### config.mk
export PLATFORM = sky130hd
export DESIGN_NAME = mema_seq
export DESIGN_NICKNAME = d
export VERILOG_FILES = /design/src/design/mema_pkg.sv /design/src/design/mema_seq.sv
export VERILOG_INCLUDE_DIRS = /design/src /design/src/design
export SDC_FILE = /design/constraint.sdc
export NUM_CORES = 1
export LEC_CHECK = 0
export BUFFER_PORTS_ARGS = -buffer_cell sky130_fd_sc_hd__buf_2
export CAP_MARGIN = 20
export CORE_AREA = 2 2 39 41
export DETAILED_ROUTE_END_ITERATION = 10
export DIE_AREA = 0 0 41 43
export SLEW_MARGIN = 40
export SYNTH_ARGS = -nofsm -noshare
export SYNTH_HDL_FRONTEND = slang
export SYNTH_SLANG_ARGS = --single-unit
export TNS_END_PERCENT = 5
### constraint.sdc
create_clock -name clk_i -period 3.88 [get_ports clk_i]
set_input_delay 0.388 -clock clk_i [delete_from_list [all_inputs] [get_ports clk_i]]
set_output_delay 0.388 -clock clk_i [all_outputs]
set_load 0.1 [all_outputs]
### src/design/matrix_element_multiply_accumulate_top_defines.svh
// Assertion macros for the matrix element multiply-accumulate block.
// MEMA_ASSERT checks on every clock edge outside reset.
// MEMA_ASSERT_NORST checks on every clock edge, reset included.
`ifndef MATRIX_ELEMENT_MULTIPLY_ACCUMULATE_TOP_DEFINES_SVH
`define MATRIX_ELEMENT_MULTIPLY_ACCUMULATE_TOP_DEFINES_SVH

`ifndef SYNTHESIS
`define MEMA_ASSERT(lbl, clk, rstn, prop) \
  lbl: assert property (@(posedge clk) disable iff (!(rstn)) (prop)) \
    else $error("%m: assertion failed");
`define MEMA_ASSERT_NORST(lbl, clk, prop) \
  lbl: assert property (@(posedge clk) (prop)) \
    else $error("%m: assertion failed");
`else
`define MEMA_ASSERT(lbl, clk, rstn, prop)
`define MEMA_ASSERT_NORST(lbl, clk, prop)
`endif

`endif

### src/design/mema_pkg.sv
`default_nettype none

package mema_pkg;

  localparam int IDX_W   = 6;
  localparam int MAX_DIM = 1 << IDX_W;
  localparam int DIM_W   = IDX_W + 1;
  localparam int ADDR_W  = 2 * IDX_W;
  localparam int DEPTH   = MAX_DIM * MAX_DIM;
  localparam int VAL_W   = 48;
  localparam int AB_W    = 16;
  localparam int PROD_W  = 2 * AB_W;
  // C plus MAX_DIM products of PROD_W bits, with room to spare
  localparam int ACC_W   = VAL_W + IDX_W - 4;
  localparam int DIM_RESET = 64;

  typedef enum logic [1:0] {
    OP_LOAD_A  = 2'd0,
    OP_LOAD_B  = 2'd1,
    OP_LOAD_C  = 2'd2,
    OP_COMPUTE = 2'd3
  } opcode_e;

  typedef enum logic [1:0] {
    COND_NEXT     = 2'd0,  // never jump
    COND_NO_START = 2'd1,  // jump while no compute request to start
    COND_K_MORE   = 2'd2,  // jump while products remain
    COND_OUT_BUSY = 2'd3   // jump while the output register is full
  } cond_e;

  localparam int STEP_W = 3;
  typedef logic [STEP_W-1:0] step_t;

  localparam step_t STEP_IDLE   = 3'd0;
  localparam step_t STEP_RD_C   = 3'd1;
  localparam step_t STEP_LD_C   = 3'd2;
  localparam step_t STEP_MAC    = 3'd3;
  localparam step_t STEP_DRAIN1 = 3'd4;
  localparam step_t STEP_DRAIN2 = 3'd5;
  localparam step_t STEP_WAIT   = 3'd6;
  localparam step_t STEP_WB     = 3'd7;

  typedef struct packed {
    cond_e cond;
    step_t target;
    logic  idle;
    logic  rd_c;
    logic  acc_ld;
    logic  rd_ab;
    logic  k_clr;
    logic  k_inc;
    logic  wb;
  } uctrl_t;

  typedef struct packed {
    logic start;
    logic k_last;
    logic out_busy;
  } seq_status_t;

  function automatic uctrl_t ucode_rom(step_t s);
    uctrl_t w;
    w        = '0;
    w.cond   = COND_NEXT;
    w.target = STEP_IDLE;
    case (s)
      STEP_IDLE: begin
        w.idle   = 1'b1;
        w.cond   = COND_NO_START;
        w.target = STEP_IDLE;
      end
      STEP_RD_C: begin
        w.rd_c  = 1'b1;
        w.k_clr = 1'b1;
      end
      STEP_LD_C: begin
        w.acc_ld = 1'b1;
      end
      STEP_MAC: begin
        w.rd_ab  = 1'b1;
        w.k_inc  = 1'b1;
        w.cond   = COND_K_MORE;
        w.target = STEP_MAC;
      end
      STEP_DRAIN1: ;
      STEP_DRAIN2: ;
      STEP_WAIT: begin
        w.cond   = COND_OUT_BUSY;
        w.target = STEP_WAIT;
      end
      STEP_WB: begin
        w.wb = 1'b1;  // falls through to step zero
      end
      default: begin
        w.idle = 1'b1;
      end
    endcase
    return w;
  endfunction

endpackage

`default_nettype wire

### src/design/mema_seq.sv
`default_nettype none
`include "matrix_element_multiply_accumulate_top_defines.svh"

module mema_seq (
  input  wire                       clk_i,
  input  wire                       rst_ni,
  input  mema_pkg::seq_status_t     status_i,
  output mema_pkg::uctrl_t          ctrl_o
);
  import mema_pkg::*;

  step_t  pc_q, pc_d;
  uctrl_t ctrl;
  logic   jump;

  assign ctrl   = ucode_rom(pc_q);
  assign ctrl_o = ctrl;

  always_comb begin
    case (ctrl.cond)
      COND_NEXT:     jump = 1'b0;
      COND_NO_START: jump = !status_i.start;
      COND_K_MORE:   jump = !status_i.k_last;
      COND_OUT_BUSY: jump = status_i.out_busy;
      default:       jump = 1'b0;
    endcase
    pc_d = jump ? ctrl.target : pc_q + STEP_W'(1);
  end

  always_ff @(posedge clk_i or negedge rst_ni) begin
    if (!rst_ni) begin
      pc_q <= STEP_IDLE;
    end else begin
      pc_q <= pc_d;
    end
  end

  `MEMA_ASSERT(a_mac_exit, clk_i, rst_ni,
    (pc_q == STEP_MAC) && status_i.k_last |=> (pc_q == STEP_DRAIN1))

endmodule

`default_nettype wire

# == Yosys cells after proc, flatten, opt, wreduce, memory -nomap -nowiden ==
# Cells that the tools add are included.
# Widths: inputs -> output; s select.
# classes
add_sub_neg,1
muxes,8
reduce_logical,4
eq_ne,8
# op_table
op,n
$pmux 5 s3,1
$eq 3x2->1 const B,2
$eq 3x3->1 const B,2
$mux 1,5
$eq 2x2->1 const B,2
$pmux 1 s4,1
$add 3x1->3 const B,1
$eq 3x1->1 const B,1
$logic_not 3->1,1
$mux 3,1
$eq 2x1->1 const B,1
$logic_not 1->1,2
$logic_not 2->1,1
# totals
wordCells,22
ff_bits,3

# == Logic depth before layout (Yosys ltp) ==
# Gate-level depths: netlist (run 1).
# logic_depth
word_depth,5
depth_mapped,6
mapped_depth_nobuf,6

# == Worst setup path before layout (run 1) ==
# OpenSTA, ideal clock, no wires.
# synth_timing
path_type,register to register
from,reg pc_q[0]
to,reg pc_q[0]
arrival_time_ns,4.184
synth_period_minus_slack_ns,4.263
t_required_ns,3.801
slack_ns,-0.383
setup_time_ns,0.079
stages_incl_launch_ff,5
path_buffers,0
path_cell_list,dfrtp_1 > ha_1 > ha_1 > a21boi_0 > mux2_4
# synth_rtl
element,line,source
"start, declared",mema_seq.sv:12,"step_t pc_q, pc_d;"
"start signal, assigned",mema_seq.sv:34,pc_q <= pc_d;

==> impl_metrics.toml, run 1 <==
[synthesis]
postSynthRegisterBits = 3
synth_flop_cell = "dfrtp_1"
synth-warning-count = 0
synthMostInstantiatedCell = "ha_1"
synth.cells.most_frequent = "ha_1, inv_1, buf_4, dfrtp_1, nand2_1"
synth-edff-count = 0
area_share_of_the_largest_cell_type_after_synthesis_pct = 22.7
syn-instance-count = 35
ys_seq_area_share_pct = 22.7
total_nets_after_synthesis = 46
syn_area_per_cell_um2 = 9.44
post_synth_num_cell_types = 17
post-synth-top-area-cell = "dfrtp_1"
synth_async_sr_flop_share_pct = 100
netlist_area_um2 = 330
netlist_top_cells_area = "dfrtp_1, ha_1, buf_4"

[sta]
fin_crit_ns = 2.15
rsz_0062_raised_after_global_routing = "false"
tightestPinTransition_ns = 0.487
setup-tns-final_ns = 0
clock.fmax_ghz = 0.464
hold_fails_final_rpt = 0
report.final.setup_viol = 0
timing.clock.skew_ns = 0.000499
max-slew-margin-rel_pct = 67.7
maxSlewViolCount = 0
final_min_period_over_clock_period_pct = 55.5
final.setup.worst_slack_ns = 1.73

[layout]
drive_gt1_share_pct = 50.9
stdcell_area_um2 = 444
top_regs = "pc_q (3)"
max_ffs_per_register = 3
syn2layout_area_growth_pct = 34.5
largest_register = "pc_q"
antenna-diode-count = 0
finalNetCount = 65

[worst_setup_path]
worstPathCellList = "inv_1, ha_1, o21ai_0, a21boi_1, buf_2"
cpLargestDelayFamily = "buffers and inverters"
timing.critical_path.slowest_cell_delay_ns = 0.46
timing.setup.critical_path_class = "flip-flop to output pin"
required_ns = 3.49
slowest_stage = "buf_2"
critical_path.endpoint_type = "output pin"
worstPathMaxFanout = 4
setup.worst_path.start_class = "flip-flop"
crit_arrival_ns = 1.77
timing.critical_path.buf_inv = 2

[detailed_routing]
route.vias.total = 285
remaining_drc_errors = 0
antenna_violating_nets_post_route = 0
avgViaCountPerCell = 4.13
drt-initial-drc-count = 7
routed_wl_um = 649
wire_per_inst_um = 9.41
first_pass_drt_iterations = 3

[clocking]
h-tree-depth = 1
cts.root.buffer_cell = "clkbuf_4"
clkLatencyLatePin_ns = 0.23
tritoncts = "built"
clkSlewWorstSetupHoldPaths_ns = 0.04
post_cts_setup_bufs = 0
clock_sink_count = 3
cts_made_buffers = 3
cts-root-to-sink-buffers = 2

[global_routing]
globalRouteTotalUtil_pct = 8.77
via_count_of_the_first_global_routing_pass = 250
grt.overflow.total = 0
first_pass_grt_wire_length_um = 1040
grt_max_degree = 8
antenna_found_initial = 0

[floorplan]
die_x_um = 41
fp.dieArea_mm2 = 0.00176
ios = 17
rows = 14
die_h_um = 43
floorplan.initialDensity_pct = 23.9
design.core.area_mm2 = 0.00138

[placement]
post-dp-hpwl_um = 536
gp_congestion = 0.803
port-buffer-count = 16
place_area_um2 = 408
place_ws_ns = 1.96

[status]
status = "finished, final reports clean"

[run]
maxCapViolCount = 0

[min_path]
holdCritPathClass = "input pin to async pin"
through the flow:
stage                     hold slack, ns  cells  utilization (%)
after CTS                          0.476     69             32.1
after detailed placement           0.186     64             29.5
after global routing               0.487     69             32.1
after global placement             0.185     64             29.5
after floorplan                   0.0924     35                -
final                              0.482     69             32.1
routing by layer:
layer | vias up | track usage [%] | share of wire [%]
li1 | 147 | - | -
met1 | 128 | 12.4 | 46
met2 | 10 | 12.5 | 47
met3 | 0 | 0 | 6.8
met4 | 0 | 6.00 | 0
met5 | - | 0 | 0
timing repair:
item,CTS,global route
resized for setup,0,0
hold buffers,1,0
endpoints found under the hold margin,3,0
path summary, 6_finish.rpt:
kind	startpoint	end	slack [ns]	cells past startpoint
max	pc_q[0]$_DFF_PN0_	ctrl_o[7]	1.73	5
min in group clk_i	status_i[2]	pc_q[1]$_DFF_PN0_	0.51	4
min reg2reg	pc_q[0]$_DFF_PN0_	pc_q[0]$_DFF_PN0_	0.67	2
max reg2reg	pc_q[0]$_DFF_PN0_	pc_q[0]$_DFF_PN0_	2.17	6
max in group asynchronous	rst_ni	pc_q[2]$_DFF_PN0_	3.29	2
min	rst_ni	pc_q[0]$_DFF_PN0_	0.48	2
placed cells by master, fill, tap and decap left out:
cell type      netlist  final
a21boi_1             0      1
a21o_1               1      1
and2_4               1      1
and2b_2              2      2
buf_2                0     16
clkbuf_1             0      1
clkbuf_4             0      3
dfrtp_1              3      3
dlygate4sd3_1        0      1
ha_1                 6      6
inv_1                5      5
mux2_4               1      1
nand2_1              3      3
nand2b_4             1      1
nand3_1              2      2
nand3_2              1      1
nor2_1               1      1
o211ai_2             1      1
o21ai_0              2      2
or3_4                1      1
final cells by class:
type,instances,area [um^2]
sequential,3,75.1
fill,158,940
clock buffer,4,26.3
inverter,5,18.8
timing repair buffer,17,90.1
tap,16,20.0
multi-input combinational,24,214
kinds of logic after synthesis:
logic type               count (synthesis)  share of synthesized area, %
AND/OR/NAND/NOR                         12                          26.1
buffers and inverters                    8                          12.5
adder cells (fa/ha/maj)                  6                          22.7
AO/OA/AOI/OAI                            5                          11.4
flip-flops                               3                          22.7
multiplexers                             1                          4.54
Power of run 1 is left out: the tool's default activity adds up to more than one toggle a clock period on the data nets, which glitch-free logic cannot reach.
==> run 2: changes to the inputs <==
clock period = 2.3 ns   (was 3.88 ns; I/O delays follow)
==> impl_metrics.toml, run 2 (synthesized netlist as in run 1, its figures left out) <==
[status]
status = "finished, final reports clean"

[placement]
post-dp-hpwl_um = 548
place_inst = 64
gp_congestion = 0.779
port-buffer-count = 16

[global_routing]
grt.overflow.total = 0
via_count_of_the_first_global_routing_pass = 262
globalRouteTotalUtil_pct = 9.35
antenna_found_initial = 0
grt_max_degree = 8
first_pass_grt_wire_length_um = 1080

[run]
maxCapViolCount = 0

[sta]
max-slew-margin-rel_pct = 67.7
maxSlewViolCount = 0
report.final.setup_viol = 0
clock.fmax_ghz = 0.496
fin_crit_ns = 2.02
setup-tns-final_ns = 0
tightestPinTransition_ns = 0.488
timing.clock.skew_ns = 0.000318
hold_fails_final_rpt = 0
rsz_0062_raised_after_global_routing = "false"
final_min_period_over_clock_period_pct = 87.7

[layout]
mostFrequentLayoutCells = "buf_2, inv_1, ha_1"
leading_cell_type_in_the_layout_fill_and_taps_excluded = "buf_2"
syn2layout_area_growth_pct = 39.0
largest_register = "pc_q"
max_ffs_per_register = 3
top_regs = "pc_q (3)"
final_cells = 69
drive_gt1_share_pct = 56.6
finalNetCount = 65
antenna-diode-count = 0

[detailed_routing]
routed_wl_um = 682
remaining_drc_errors = 0
avgViaCountPerCell = 4.04
route.vias.total = 279
drt-initial-drc-count = 0
first_pass_drt_iterations = 1
wire_per_inst_um = 9.88
antenna_violating_nets_post_route = 0

[worst_setup_path]
timing.setup.critical_path_class = "flip-flop to output pin"
required_ns = 2.07
timing.critical_path.slowest_cell_delay_ns = 0.44
slowest_stage = "buf_2"
crit_arrival_ns = 1.79
worstPathMaxFanout = 4
setup.worst_path.start_class = "flip-flop"
critical_path.endpoint_type = "output pin"
worstPathCellList = "inv_1, ha_1, o21ai_0, a21boi_4, buf_2"

[floorplan]
design.core.area_mm2 = 0.00138
die_x_um = 41
fp.dieArea_mm2 = 0.00176
rows = 14
die_h_um = 43
ios = 17
floorplan.initialDensity_pct = 23.9

[clocking]
cts.root.buffer_cell = "clkbuf_4"
h-tree-depth = 1
clock_sink_count = 3
cts_made_buffers = 3
cts-root-to-sink-buffers = 2
clkLatencyLatePin_ns = 0.23
clkSlewWorstSetupHoldPaths_ns = 0.04
post_cts.resized_instances = 0
tritoncts = "built"

[min_path]
holdCritPathClass = "input pin to async pin"
## run 2: cell counts in the layout (fill, tap and decap cells not counted)
Identical to the previous run, type by type.
## run 2: stage by stage
step | hold WS, ns | setup slack (ns) | util [%] | area (um^2)
after CTS | 0.324 | 0.252 | 33.2 | 459
final | 0.325 | 0.283 | 33.2 | 459
after global placement | 0.0268 | 0.547 | 30.6 | 423
after global routing | 0.338 | 0.180 | 33.2 | 459
after floorplan | -0.0656 | -0.212 | - | 345
after detailed placement | 0.0284 | 0.506 | 30.6 | 423
## run 2: worst max-delay path, delay by kind of cell, from the launching register on
family / cells / cell delay (ns)
adders and majority gates: 1 / 0.26
AOI/OAI and AO/OA: 2 / 0.35
buffers and inverters: 2 / 0.55
DFF: 1 / 0.39
## run 2: path summary, 6_finish.rpt
check | from | to | slack (ns) | cells after the start
max in group asynchronous | rst_ni | pc_q[2]$_DFF_PN0_ | 1.87 | 2
hold reg to reg | pc_q[0]$_DFF_PN0_ | pc_q[0]$_DFF_PN0_ | 0.69 | 2
setup / recovery | pc_q[0]$_DFF_PN0_ | ctrl_o[7] | 0.28 | 5
min in group clk_i | status_i[2] | pc_q[1]$_DFF_PN0_ | 0.36 | 4
setup reg to reg | pc_q[0]$_DFF_PN0_ | pc_q[0]$_DFF_PN0_ | 0.59 | 6
hold / removal | rst_ni | pc_q[1]$_DFF_PN0_ | 0.33 | 2
## run 2: timing repair
action / 4_1_cts / 5_1_grt
setup buffers: 0 / 0
endpoints found under the hold margin: 3 / 0
hold buffers: 1 / 0
## run 2: final cells by class
cell class,count,area (um^2)
sequential,3,75.1
timing repair buffer,17,90.1
multi-input combinational,24,229
clock buffer,4,26.3
tap,16,20.0
fill,150,925
inverter,5,18.8
## run 2: routing by layer
metal  vias up  GRT usage [%]  share of wire, %
met5         -              0                 0
met4         0           6.00                 0
met3         0           1.57               2.6
met2         4           15.0                57
met1       129           10.6                40
li1        146              -                 -
Power of run 2 is left out for the same reason.
